### config.mk
export PLATFORM = sky130hd
export DESIGN_NAME = chunked_request_reassembler
export DESIGN_NICKNAME = d
export VERILOG_FILES = /design/src/rtl/crr_pkg.sv /design/src/rtl/chunked_request_reassembler.sv /design/src/rtl/crr_cfg.sv /design/src/rtl/crr_ctrl.sv /design/src/rtl/crr_dp.sv
export SDC_FILE = /design/constraint.sdc
export NUM_CORES = 1
export LEC_CHECK = 0
export BUFFER_PORTS_ARGS = -buffer_cell sky130_fd_sc_hd__buf_4
export CAP_MARGIN = 20
export CELL_PAD_IN_SITES_DETAIL_PLACEMENT = 0
export CELL_PAD_IN_SITES_GLOBAL_PLACEMENT = 1
export CORE_ASPECT_RATIO = 0.5
export CORE_MARGIN = 3
export CORE_UTILIZATION = 40
export CTS_CLUSTER_DIAMETER = 60
export DETAILED_ROUTE_END_ITERATION = 6
export PLACE_DENSITY = 0.66
export SYNTH_ARGS = -nofsm -noshare
export SYNTH_HDL_FRONTEND = slang
export SYNTH_SLANG_ARGS = --single-unit
export TNS_END_PERCENT = 10
### constraint.sdc
create_clock -name clk -period 7.3 [get_ports clk]
set_input_delay 1.095 -clock clk [delete_from_list [all_inputs] [get_ports clk]]
set_output_delay 1.095 -clock clk [all_outputs]
set_load 0.01 [all_outputs]
### src/rtl/crr_pkg.sv
`timescale 1ns / 1ps
// ---------------------------------------------------------------------------
// crr_pkg
// Shared types, register indexes, status codes and constants of the
// chunked request reassembler.
// ---------------------------------------------------------------------------
package crr_pkg;

    // default sizes
    localparam int BUF_BYTES_DEF = 512;
    localparam int MAX_FRAME_DEF = 512;

    // field widths
    localparam int LIMIT_W    = 10;
    localparam int CFG_DATA_W = 32;
    localparam int CFG_IDX_W  = 3;
    localparam int POS_W      = 16;
    localparam int TICK_W     = 32;
    localparam int STATUS_W   = 3;

    // framing constants
    localparam int HDR_IN    = 4;
    localparam int HDR_OUT   = 5;
    localparam int REC_BYTES = 4;
    localparam int LIM_MIN   = 6;

    // register indexes
    localparam logic [CFG_IDX_W-1:0] REG_CHUNK_LIMIT    = 3'd0;
    localparam logic [CFG_IDX_W-1:0] REG_NOTIFY_ENABLED = 3'd1;
    localparam logic [CFG_IDX_W-1:0] REG_TIMEOUT_TICKS  = 3'd2;
    localparam logic [CFG_IDX_W-1:0] REG_TYPE_BYTE      = 3'd3;
    localparam logic [CFG_IDX_W-1:0] REG_CAP_OPCODE     = 3'd4;
    localparam logic [CFG_IDX_W-1:0] REG_VERSION_BYTE   = 3'd5;
    localparam logic [CFG_IDX_W-1:0] REG_SLOT_TOTAL     = 3'd6;

    // register reset values
    localparam logic [LIMIT_W-1:0] RST_CHUNK_LIMIT   = 10'd20;
    localparam logic [TICK_W-1:0]  RST_TIMEOUT_TICKS = TICK_W'(5 * 1000 * 1000);
    localparam logic [7:0]         RST_TYPE_BYTE     = 8'd6;
    localparam logic [7:0]         RST_CAP_OPCODE    = 8'd0;
    localparam logic [7:0]         RST_VERSION_BYTE  = 8'd1;
    localparam logic [7:0]         RST_SLOT_TOTAL    = 8'd8;

    // response status codes
    localparam logic [STATUS_W-1:0] ST_OK          = 3'd0;
    localparam logic [STATUS_W-1:0] ST_MALFORMED   = 3'd1;
    localparam logic [STATUS_W-1:0] ST_NO_ACTIVE   = 3'd2;
    localparam logic [STATUS_W-1:0] ST_ORDER       = 3'd3;
    localparam logic [STATUS_W-1:0] ST_TOO_LARGE   = 3'd4;
    localparam logic [STATUS_W-1:0] ST_UNSUPPORTED = 3'd5;

    // configuration register file contents
    typedef struct packed {
        logic [LIMIT_W-1:0] chunk_limit;
        logic               notify_enabled;
        logic [TICK_W-1:0]  timeout_ticks;
        logic [7:0]         type_byte;
        logic [7:0]         capability_opcode;
        logic [7:0]         version_byte;
        logic [7:0]         slot_total;
    } cfg_t;

    // controller to datapath commands
    typedef struct packed {
        logic byte_take;
        logic tick_take;
        logic eval;
        logic emit_step;
    } dp_cmd_t;

    // datapath to controller status
    typedef struct packed {
        logic tick_item;
        logic eval_due;
        logic respond;
        logic run_end;
    } dp_stat_t;

endpackage

### src/rtl/chunked_request_reassembler.sv
`timescale 1ns / 1ps
// Bytes and ticks are taken while idle; a final byte with notify set adds an evaluation step.
// The first response byte is valid once the controller steps from S_EVAL into S_EMIT.
// A response streams 5 to 24 bytes, one per cycle while out_ready is high; no input meanwhile.
// Rate is set by the evaluation step and the shared response sequencer.
// rst_n clears transfer state, counters and registers to defaults; the store is not cleared.
// ---------------------------------------------------------------------------
// chunked_request_reassembler
// Reassembles chunked request frames, checks them and answers with runs of
// chunked response frames.
// ---------------------------------------------------------------------------
module chunked_request_reassembler
    import crr_pkg::*;
#(
    parameter int BUF_BYTES = BUF_BYTES_DEF,
    parameter int MAX_FRAME = MAX_FRAME_DEF
)
(
    input  logic                  clk,
    input  logic                  rst_n,
    input  logic                  cfg_we,
    input  logic [CFG_IDX_W-1:0]  cfg_index,
    input  logic [CFG_DATA_W-1:0] cfg_data,
    input  logic                  in_valid,
    output logic                  in_ready,
    input  logic                  cmd,
    input  logic [7:0]            data_byte,
    input  logic                  frame_last,
    output logic                  out_valid,
    input  logic                  out_ready,
    output logic [7:0]            resp_byte,
    output logic                  frame_end,
    output logic                  run_last
);

    cfg_t     cfg;
    dp_cmd_t  ctl;
    dp_stat_t stat;

    // configuration registers
    crr_cfg u_cfg (
        .clk       (clk),
        .rst_n     (rst_n),
        .cfg_we    (cfg_we),
        .cfg_index (cfg_index),
        .cfg_data  (cfg_data),
        .cfg       (cfg)
    );

    // controller
    crr_ctrl u_ctrl (
        .clk       (clk),
        .rst_n     (rst_n),
        .in_valid  (in_valid),
        .in_ready  (in_ready),
        .out_valid (out_valid),
        .out_ready (out_ready),
        .stat      (stat),
        .ctl       (ctl)
    );

    // datapath
    crr_dp #(
        .BUF_BYTES (BUF_BYTES),
        .MAX_FRAME (MAX_FRAME)
    ) u_dp (
        .clk        (clk),
        .rst_n      (rst_n),
        .cfg        (cfg),
        .ctl        (ctl),
        .stat       (stat),
        .cmd        (cmd),
        .data_byte  (data_byte),
        .frame_last (frame_last),
        .resp_byte  (resp_byte),
        .frame_end  (frame_end),
        .run_last   (run_last)
    );

endmodule

### src/rtl/crr_cfg.sv
`timescale 1ns / 1ps
// ---------------------------------------------------------------------------
// crr_cfg
// Configuration register file, written through a plain write port.
// ---------------------------------------------------------------------------
module crr_cfg
    import crr_pkg::*;
(
    input  logic                  clk,
    input  logic                  rst_n,
    input  logic                  cfg_we,
    input  logic [CFG_IDX_W-1:0]  cfg_index,
    input  logic [CFG_DATA_W-1:0] cfg_data,
    output cfg_t                  cfg
);

    cfg_t cfg_reg;

    // register writes, unknown indexes ignored
    always_ff @(posedge clk or negedge rst_n)
    begin
        if (!rst_n)
        begin
            cfg_reg.chunk_limit       <= RST_CHUNK_LIMIT;
            cfg_reg.notify_enabled    <= 1'b0;
            cfg_reg.timeout_ticks     <= RST_TIMEOUT_TICKS;
            cfg_reg.type_byte         <= RST_TYPE_BYTE;
            cfg_reg.capability_opcode <= RST_CAP_OPCODE;
            cfg_reg.version_byte      <= RST_VERSION_BYTE;
            cfg_reg.slot_total        <= RST_SLOT_TOTAL;
        end
        else if (cfg_we)
        begin
            case (cfg_index)
                REG_CHUNK_LIMIT:    cfg_reg.chunk_limit       <= cfg_data[LIMIT_W-1:0];
                REG_NOTIFY_ENABLED: cfg_reg.notify_enabled    <= cfg_data[0];
                REG_TIMEOUT_TICKS:  cfg_reg.timeout_ticks     <= cfg_data[TICK_W-1:0];
                REG_TYPE_BYTE:      cfg_reg.type_byte         <= cfg_data[7:0];
                REG_CAP_OPCODE:     cfg_reg.capability_opcode <= cfg_data[7:0];
                REG_VERSION_BYTE:   cfg_reg.version_byte      <= cfg_data[7:0];
                REG_SLOT_TOTAL:     cfg_reg.slot_total        <= cfg_data[7:0];
                default:            ;
            endcase
        end
    end

    assign cfg = cfg_reg;

endmodule

### src/rtl/crr_ctrl.sv
`timescale 1ns / 1ps
// ---------------------------------------------------------------------------
// crr_ctrl
// Controller: takes items, runs an evaluation state after a final request
// byte with notify enabled and sequences the response stream.
// ---------------------------------------------------------------------------
module crr_ctrl
    import crr_pkg::*;
(
    input  logic     clk,
    input  logic     rst_n,
    input  logic     in_valid,
    output logic     in_ready,
    output logic     out_valid,
    input  logic     out_ready,
    input  dp_stat_t stat,
    output dp_cmd_t  ctl
);

    localparam logic [1:0] S_IDLE = 2'd0;
    localparam logic [1:0] S_EVAL = 2'd1;
    localparam logic [1:0] S_EMIT = 2'd2;

    logic [1:0] state_reg;
    logic [1:0] state_next;

    // next state
    always_comb
    begin
        state_next = state_reg;
        case (state_reg)
            S_IDLE:
            begin
                if (in_valid && stat.eval_due)
                    state_next = S_EVAL;
            end
            S_EVAL:
            begin
                state_next = stat.respond ? S_EMIT : S_IDLE;
            end
            S_EMIT:
            begin
                if (out_ready && stat.run_end)
                    state_next = S_IDLE;
            end
            default:
            begin
                state_next = S_IDLE;
            end
        endcase
    end

    always_ff @(posedge clk or negedge rst_n)
    begin
        if (!rst_n)
            state_reg <= S_IDLE;
        else
            state_reg <= state_next;
    end

    // handshakes and datapath commands
    assign in_ready      = (state_reg == S_IDLE);
    assign out_valid     = (state_reg == S_EMIT);
    assign ctl.byte_take = in_ready && in_valid && !stat.tick_item;
    assign ctl.tick_take = in_ready && in_valid && stat.tick_item;
    assign ctl.eval      = (state_reg == S_EVAL);
    assign ctl.emit_step = out_valid && out_ready;

endmodule

### src/rtl/crr_dp.sv
`timescale 1ns / 1ps
// ---------------------------------------------------------------------------
// crr_dp
// Datapath: header capture, payload store, transfer tracking, idle timer,
// request evaluation and response frame generation.
// ---------------------------------------------------------------------------
module crr_dp
    import crr_pkg::*;
#(
    parameter int BUF_BYTES = BUF_BYTES_DEF,
    parameter int MAX_FRAME = MAX_FRAME_DEF
)
(
    input  logic       clk,
    input  logic       rst_n,
    input  cfg_t       cfg,
    input  dp_cmd_t    ctl,
    output dp_stat_t   stat,
    input  logic       cmd,
    input  logic [7:0] data_byte,
    input  logic       frame_last,
    output logic [7:0] resp_byte,
    output logic       frame_end,
    output logic       run_last
);

    localparam int ADDR_W = $clog2(BUF_BYTES);
    localparam int FILL_W = $clog2(BUF_BYTES + 1);
    localparam int SUM_W  = ((FILL_W > POS_W) ? FILL_W : POS_W) + 1;
    localparam int LIM_TOP = (1 << LIMIT_W) - 1;
    localparam int LIM_MAX_I = (MAX_FRAME > LIM_TOP) ? LIM_TOP : MAX_FRAME;
    localparam logic [LIMIT_W-1:0] LIM_MAX  = LIMIT_W'(LIM_MAX_I);
    localparam logic [LIMIT_W-1:0] LIM_LOW  = LIMIT_W'(LIM_MIN);
    localparam logic [LIMIT_W-1:0] LIM_FULL = LIMIT_W'(HDR_OUT + REC_BYTES);
    localparam logic [SUM_W-1:0]   BUF_LIM  = SUM_W'(BUF_BYTES);
    localparam logic [POS_W-1:0]   POS_SAT  = '1;
    localparam logic [TICK_W-1:0]  TICK_SAT = '1;

    // request side registers
    logic [7:0]        hdr_reg [HDR_IN];
    logic [POS_W-1:0]  pos_reg;
    logic [POS_W-1:0]  len_reg;
    logic [FILL_W-1:0] fill_reg;
    logic [7:0]        tid_reg;
    logic [7:0]        top_reg;
    logic [7:0]        exp_reg;
    logic [7:0]        next_reg;
    logic [TICK_W-1:0] idle_reg;
    logic [7:0]        store_mem [BUF_BYTES];

    // response side registers
    logic [7:0]          rid_reg;
    logic [STATUS_W-1:0] rstat_reg;
    logic                rec_en_reg;
    logic [3:0]          bidx_reg;
    logic [1:0]          fidx_reg;
    logic [2:0]          chunks_reg;
    logic [2:0]          rpos_reg;
    logic [2:0]          cl_reg;

    logic [7:0] hdr_id;
    logic [7:0] hdr_op;
    logic [7:0] hdr_idx;
    logic [7:0] hdr_cnt;

    assign hdr_id  = hdr_reg[0];
    assign hdr_op  = hdr_reg[1];
    assign hdr_idx = hdr_reg[2];
    assign hdr_cnt = hdr_reg[3];

    // byte position with saturation
    logic [POS_W-1:0] pos_inc;
    assign pos_inc = (pos_reg != POS_SAT) ? pos_reg + 1'b1 : pos_reg;

    // payload store write qualification
    logic             chunk_match;
    logic             store_ok;
    logic [SUM_W-1:0] store_addr;

    assign chunk_match = (exp_reg != 8'd0) && (hdr_id == tid_reg) && (hdr_op == top_reg)
                         && (hdr_cnt == exp_reg) && (hdr_idx == next_reg);
    assign store_ok    = cfg.notify_enabled && (hdr_cnt != 8'd0) && (hdr_idx < hdr_cnt)
                         && ((hdr_idx == 8'd0) || chunk_match);
    assign store_addr  = ((hdr_idx == 8'd0) ? '0 : SUM_W'(fill_reg))
                         + SUM_W'(pos_reg - POS_W'(HDR_IN));

    always_ff @(posedge clk)
    begin
        if (ctl.byte_take && (pos_reg >= POS_W'(HDR_IN)) && store_ok
            && (store_addr < BUF_LIM))
            store_mem[store_addr[ADDR_W-1:0]] <= data_byte;
    end

    // request evaluation at the end of a frame
    logic              ev_short;
    logic              ev_bad;
    logic              ev_stale;
    logic [7:0]        exp_live;
    logic [7:0]        next_live;
    logic [FILL_W-1:0] fill_live;
    logic              ev_mismatch;
    logic [POS_W-1:0]  plen;
    logic [SUM_W-1:0]  ev_sum;
    logic              ev_over;
    logic [7:0]        next_new;
    logic [7:0]        exp_new;
    logic              ev_done;

    assign ev_short    = (len_reg < POS_W'(HDR_IN));
    assign ev_bad      = (hdr_cnt == 8'd0) || (hdr_idx >= hdr_cnt);
    assign ev_stale    = (exp_reg != 8'd0) && (idle_reg > cfg.timeout_ticks);
    assign exp_live    = ev_stale ? 8'd0 : exp_reg;
    assign next_live   = ev_stale ? 8'd0 : next_reg;
    assign fill_live   = ev_stale ? '0 : fill_reg;
    assign ev_mismatch = (hdr_id != tid_reg) || (hdr_op != top_reg)
                         || (hdr_cnt != exp_live) || (hdr_idx != next_live);
    assign plen        = len_reg - POS_W'(HDR_IN);
    assign ev_sum      = ((hdr_idx == 8'd0) ? '0 : SUM_W'(fill_live)) + SUM_W'(plen);
    assign ev_over     = (ev_sum > BUF_LIM);
    assign next_new    = ((hdr_idx == 8'd0) ? 8'd0 : next_live) + 8'd1;
    assign exp_new     = (hdr_idx == 8'd0) ? hdr_cnt : exp_live;
    assign ev_done     = (next_new >= exp_new);

    logic [7:0]          tid_next;
    logic [7:0]          top_next;
    logic [7:0]          exp_next;
    logic [7:0]          next_next;
    logic [FILL_W-1:0]   fill_next;
    logic                idle_clr;
    logic                ev_resp;
    logic [STATUS_W-1:0] ev_status;
    logic                ev_rec;

    always_comb
    begin
        tid_next  = tid_reg;
        top_next  = top_reg;
        exp_next  = exp_reg;
        next_next = next_reg;
        fill_next = fill_reg;
        idle_clr  = 1'b0;
        ev_resp   = 1'b0;
        ev_status = ST_OK;
        ev_rec    = 1'b0;
        if (ev_short || ev_bad)
        begin
            ev_resp   = 1'b1;
            ev_status = ST_MALFORMED;
        end
        else
        begin
            exp_next  = exp_live;
            next_next = next_live;
            fill_next = fill_live;
            if (hdr_idx == 8'd0)
            begin
                tid_next = hdr_id;
                top_next = hdr_op;
            end
            if ((hdr_idx != 8'd0) && (exp_live == 8'd0))
            begin
                ev_resp   = 1'b1;
                ev_status = ST_NO_ACTIVE;
            end
            else if ((hdr_idx != 8'd0) && ev_mismatch)
            begin
                exp_next  = 8'd0;
                next_next = 8'd0;
                fill_next = '0;
                ev_resp   = 1'b1;
                ev_status = ST_ORDER;
            end
            else if (ev_over)
            begin
                exp_next  = 8'd0;
                next_next = 8'd0;
                fill_next = '0;
                ev_resp   = 1'b1;
                ev_status = ST_TOO_LARGE;
            end
            else
            begin
                exp_next  = exp_new;
                next_next = next_new;
                fill_next = ev_sum[FILL_W-1:0];
                idle_clr  = 1'b1;
                if (ev_done)
                begin
                    exp_next  = 8'd0;
                    next_next = 8'd0;
                    fill_next = '0;
                    ev_resp   = 1'b1;
                    ev_rec    = (hdr_op == cfg.capability_opcode);
                    ev_status = ev_rec ? ST_OK : ST_UNSUPPORTED;
                end
            end
        end
    end

    // request side state
    always_ff @(posedge clk or negedge rst_n)
    begin
        if (!rst_n)
        begin
            for (int i = 0; i < HDR_IN; i++)
                hdr_reg[i] <= 8'd0;
            pos_reg  <= '0;
            len_reg  <= '0;
            fill_reg <= '0;
            tid_reg  <= 8'd0;
            top_reg  <= 8'd0;
            exp_reg  <= 8'd0;
            next_reg <= 8'd0;
            idle_reg <= '0;
        end
        else
        begin
            if (ctl.byte_take)
            begin
                if (pos_reg < POS_W'(HDR_IN))
                    hdr_reg[pos_reg[1:0]] <= data_byte;
                if (frame_last)
                begin
                    pos_reg <= '0;
                    len_reg <= pos_inc;
                end
                else
                begin
                    pos_reg <= pos_inc;
                end
            end
            if (ctl.tick_take && (idle_reg != TICK_SAT))
                idle_reg <= idle_reg + 1'b1;
            if (ctl.eval)
            begin
                tid_reg  <= tid_next;
                top_reg  <= top_next;
                exp_reg  <= exp_next;
                next_reg <= next_next;
                fill_reg <= fill_next;
                if (idle_clr)
                    idle_reg <= '0;
            end
        end
    end

    // effective frame limit and payload bytes per frame, capped at the record size
    logic [LIMIT_W-1:0] lim_hi;
    logic [LIMIT_W-1:0] eff_lim;
    logic [2:0]         per4;
    logic [2:0]         chunks_calc;

    assign lim_hi      = (cfg.chunk_limit > LIM_MAX) ? LIM_MAX : cfg.chunk_limit;
    assign eff_lim     = (lim_hi < LIM_LOW) ? LIM_LOW : lim_hi;
    assign per4        = (eff_lim >= LIM_FULL) ? 3'(REC_BYTES)
                                               : 3'(eff_lim - LIMIT_W'(HDR_OUT));
    assign chunks_calc = (per4 == 3'(REC_BYTES)) ? 3'd1 : ((per4 == 3'd1) ? 3'd4 : 3'd2);

    // current response byte
    logic       in_hdr;
    logic [7:0] hdr_byte;
    logic [7:0] rec_byte;

    assign in_hdr = (bidx_reg < 4'(HDR_OUT));

    always_comb
    begin
        case (bidx_reg)
            4'd0:    hdr_byte = cfg.type_byte;
            4'd1:    hdr_byte = rid_reg;
            4'd2:    hdr_byte = 8'(rstat_reg);
            4'd3:    hdr_byte = 8'(fidx_reg);
            default: hdr_byte = 8'(chunks_reg);
        endcase
    end

    always_comb
    begin
        case (rpos_reg)
            3'd0:    rec_byte = cfg.version_byte;
            3'd1:    rec_byte = cfg.slot_total;
            3'd2:    rec_byte = 8'(eff_lim[LIMIT_W-1:8]);
            default: rec_byte = eff_lim[7:0];
        endcase
    end

    assign resp_byte = in_hdr ? hdr_byte : rec_byte;
    assign frame_end = (bidx_reg == 4'(HDR_OUT - 1) + 4'(cl_reg));
    assign run_last  = frame_end && ((3'(fidx_reg) + 3'd1) == chunks_reg);

    // response sequencing counters
    logic [2:0] rpos_after;
    logic [2:0] rec_left;

    assign rpos_after = rpos_reg + (in_hdr ? 3'd0 : 3'd1);
    assign rec_left   = 3'(REC_BYTES) - rpos_after;

    always_ff @(posedge clk or negedge rst_n)
    begin
        if (!rst_n)
        begin
            rid_reg    <= 8'd0;
            rstat_reg  <= ST_OK;
            rec_en_reg <= 1'b0;
            bidx_reg   <= 4'd0;
            fidx_reg   <= 2'd0;
            chunks_reg <= 3'd1;
            rpos_reg   <= 3'd0;
            cl_reg     <= 3'd0;
        end
        else if (ctl.eval)
        begin
            rid_reg    <= hdr_id;
            rstat_reg  <= ev_status;
            rec_en_reg <= ev_rec;
            bidx_reg   <= 4'd0;
            fidx_reg   <= 2'd0;
            chunks_reg <= ev_rec ? chunks_calc : 3'd1;
            rpos_reg   <= 3'd0;
            cl_reg     <= ev_rec ? per4 : 3'd0;
        end
        else if (ctl.emit_step)
        begin
            rpos_reg <= rpos_after;
            if (frame_end)
            begin
                bidx_reg <= 4'd0;
                fidx_reg <= fidx_reg + 2'd1;
                if (rec_en_reg)
                    cl_reg <= (per4 < rec_left) ? per4 : rec_left;
                else
                    cl_reg <= 3'd0;
            end
            else
            begin
                bidx_reg <= bidx_reg + 4'd1;
            end
        end
    end

    // status toward the controller
    assign stat.tick_item = cmd;
    assign stat.eval_due  = !cmd && frame_last && cfg.notify_enabled;
    assign stat.respond   = ev_resp;
    assign stat.run_end   = run_last;

endmodule

==> impl_metrics.toml <==
[detailed_routing]
drc = 0
routed_wirelength_um = 38000
antenna_violating_nets_post_route = 0
drt_iter0_drc = 896
route.vias.total = 11300
post_drt_wl_per_cell_um = 18.8
drtPass1Iterations = 5
avgViaCountPerCell = 5.58

[grt]
grt_start_max_net_pins = 158
grt_first_pass_wirelength_um = 61300
grt.total_usage_pct = 20.1
grt.overflow.total = 0
antenna_violations_before_repair = 1
number_of_global_route_vias_before_repair = 10900

[cts]
cts_sinks = 242
ctsHtreeMaxLevel = 1
clk-insertion-delay-late_ps = 540
clock_tree.root_cell = "sky130_fd_sc_hd__clkbuf_16"
total_clock_buffers_created_by_cts = 25
cts_tree = "built"
max-clock-path-buffers = 3
cts_resized = 0
clk_pin_slew_ps = 70
postCtsSetupBuffers = 0
cts_hold_buffers = 0

[place]
place_area_um2 = 15100
dp_hpwl_um = 28000
place_congestion = 0.898
port_buffers = 61

[floorplanning]
design.die.area_um2 = 37800
floorplan.core_area_um2 = 34700
placement_rows = 48
die_h_um = 139
floorplan.io_pins = 62
initial_utilization_pct = 40.8
dieWidth_um = 272

[finish]
finish.net_count = 1658
signed_area_change_from_the_synthesized_netlist_to_the_final_layout_pct = 12.7
finish.instance_area_um2 = 15900
final_layout_size_suffix_gt1_share_pct = 15.6
layout_common_cells = "sky130_fd_sc_hd__dfrtp_1, sky130_fd_sc_hd__nand2_1, sky130_fd_sc_hd__nor2_1, sky130_fd_sc_hd__o21ai_0, sky130_fd_sc_hd__mux2_2"
most_common_cell_after_layout_fill_and_taps_aside = "sky130_fd_sc_hd__dfrtp_1"
largest_register_ff_count = 75
postLayoutCoreUtil_pct = 46.0
antennaDiodeCount = 0

[yosys]
synth_largest_area_cell = "sky130_fd_sc_hd__dfrtp_1"
synth_largest_type_area_fraction_pct = 40.1
number_of_standard_cells_after_synthesis = 1475
post_synthesis_area_per_instance_um2 = 9.59
seq_area_frac_synth_pct = 42.9
yosysWarningCount = 0
netlist_area_um2 = 14200
ys_types = 89
synth.mux.area_fraction_pct = 7.28
synth_flop_cell = "sky130_fd_sc_hd__dfrtp_1"
ys_ff_latch = 242
yosys.area_share.adder_pct = 7.04
synth_nets = 1604
synth_top_cells_by_area = "sky130_fd_sc_hd__dfrtp_1, sky130_fd_sc_hd__ha_1, sky130_fd_sc_hd__mux2_2"
synth_simple_gate_area_share_pct = 17.7
asyncSetResetFlopFracSynth_pct = 100
synth_top_family_by_area = "simple AND/OR/NAND/NOR gates"
synth-edff-count = 0
yosys.area_share.xor_xnor_pct = 6.25
synth_area_in_compound_gates_pct = 15.3

[sta]
hold_viol_final = 0
worst_slew_margin_rel_pct = 27.1
timing.final.crit_share_pct = 89.3
fin_tns_setup_ps = 0
rsz_0062_raised_after_global_routing = "false"
final_setup_violation_count = 0
maxClockFrequency_mhz = 153
period_minus_slack_ps = 6520
timing.final.max_slew_violations = 0
final.setup_skew_ps = 13.0
worst-slew-pin-transition_ps = 1070

[critical_path]
setup.reg_to_reg.worst_slack_ps = 780
worst_setup_path_start_kind = "register"
critical_path.reg2reg.endpoint = "u_dp.next_reg[1]"
arrival_time_at_the_worst_endpoint_ps = 6980
critPathMaxFanout = 17
required_ps = 7770
crit_reg_reg_startpoint = "u_cfg.cfg[43]"
worst-setup-path-type = "reg -> reg"
cp-end-kind = "register"
startpoint = "u_cfg.cfg[43]"
timing.critical_path.to = "u_dp.next_reg[1]"
reg2regPathDepth = 19

[power]
power.density_cell_area_nw_per_um2 = 299
power.ir.vdd_worst_mv = 0.136
p_leak_uw = 0.00723

[run]
maxCapViolations = 0

[hold_path]
holdCritPathClass = "reg -> reg"

[status]
run_status = "finished, final reports clean"
-- critical path, cell delays in order (launching register included) --
cell	delay, ps
sky130_fd_sc_hd__dfstp_2	510
sky130_fd_sc_hd__inv_1	40
sky130_fd_sc_hd__ha_1	320
sky130_fd_sc_hd__nand4_1	240
sky130_fd_sc_hd__a2111oi_0	960
sky130_fd_sc_hd__buf_4	270
sky130_fd_sc_hd__o31a_2	250
sky130_fd_sc_hd__nor2_1	130
sky130_fd_sc_hd__and3_1	220
sky130_fd_sc_hd__ha_1	210
sky130_fd_sc_hd__fa_1	410
sky130_fd_sc_hd__a211oi_1	370
sky130_fd_sc_hd__nor2_1	110
sky130_fd_sc_hd__o21ai_0	170
sky130_fd_sc_hd__a22oi_1	110
sky130_fd_sc_hd__or4_1	410
sky130_fd_sc_hd__o31ai_1	460
sky130_fd_sc_hd__nand4_1	300
sky130_fd_sc_hd__a211oi_4	700
sky130_fd_sc_hd__a22o_1	230
-- per-layer routing --
metal | global-route usage, % | routed length (um)
met5 | 0 | 0
met4 | 4.26 | 785
met3 | 3.65 | 2100
met2 | 30.1 | 16200
met1 | 30.2 | 18900
-- how the worst min path moves through the flow --
| stage | start | end | cells after the start |
|---|---|---|---|
| 6_report | u_dp.rid_reg[1] | u_dp.rid_reg[1] | 2 |
| 3_5_place_dp | u_dp.rid_reg[1] | u_dp.rid_reg[1] | 2 |
| 3_3_place_gp | u_dp.rid_reg[1] | u_dp.rid_reg[1] | 2 |
| 5_1_grt | u_dp.rid_reg[1] | u_dp.rid_reg[1] | 2 |
| 4_1_cts | u_dp.rid_reg[1] | u_dp.rid_reg[1] | 2 |
| 2_1_floorplan | u_dp.rid_reg[0] | u_dp.rid_reg[0] | 2 |
-- cells by family (layout without fill, tap and decap cells) --
logic type,after synthesis,in the layout
compound gates,328,328
xor+xnor,101,101
fa+ha+maj,79,79
buf+inv,128,200
flops,242,242
mux,93,93
simple gates,504,504
-- power breakdown --
part / switching (uW) / internal (uW)
combinational: 857 / 700
sequential: 307 / 1610
clock: 571 / 720
-- cell usage after synthesis (15+ instances only) --
cell type and n:
sky130_fd_sc_hd__nor3_1 33, sky130_fd_sc_hd__a21o_1 15, sky130_fd_sc_hd__clkbuf_1 40, sky130_fd_sc_hd__o21ai_0 101
sky130_fd_sc_hd__ha_1 78, sky130_fd_sc_hd__o22ai_1 15, sky130_fd_sc_hd__inv_1 77, sky130_fd_sc_hd__nand3_1 33
sky130_fd_sc_hd__dfstp_2 15, sky130_fd_sc_hd__nand4_1 24, sky130_fd_sc_hd__and3_1 43, sky130_fd_sc_hd__xnor2_1 60
sky130_fd_sc_hd__a21oi_1 59, sky130_fd_sc_hd__xor2_1 41, sky130_fd_sc_hd__a22o_1 18, sky130_fd_sc_hd__dfrtp_1 227
sky130_fd_sc_hd__mux2_2 80, sky130_fd_sc_hd__nand2_1 181, sky130_fd_sc_hd__nor2_1 101
-- per-stage QoR --
step / total power, uW / hold slack (ps) / instances / setup slack (ps)
6_report: 4760 / 486 / 2022 / 785
5_1_grt: 5100 / 509 / 2022 / 257
4_1_cts: 4800 / 489 / 2021 / 871
3_5_place_dp: 3490 / 474 / 1976 / 952
3_3_place_gp: 3460 / 464 / 1976 / 1090
2_1_floorplan: 2930 / 446 / 1475 / 1720
-- area by class of cell --
| class | count | area (um^2) |
|---|---|---|
| clock inverters | 11 | 96.3 |
| inverters | 78 | 293 |
| flip-flops and latches | 242 | 6070 |
| repair buffers | 77 | 596 |
| well taps | 475 | 594 |
| multi-input cells | 1105 | 7580 |
| clock buffers | 34 | 709 |
| fillers | 3305 | 18700 |
Note: power is estimated with default switching activity, not from simulation.
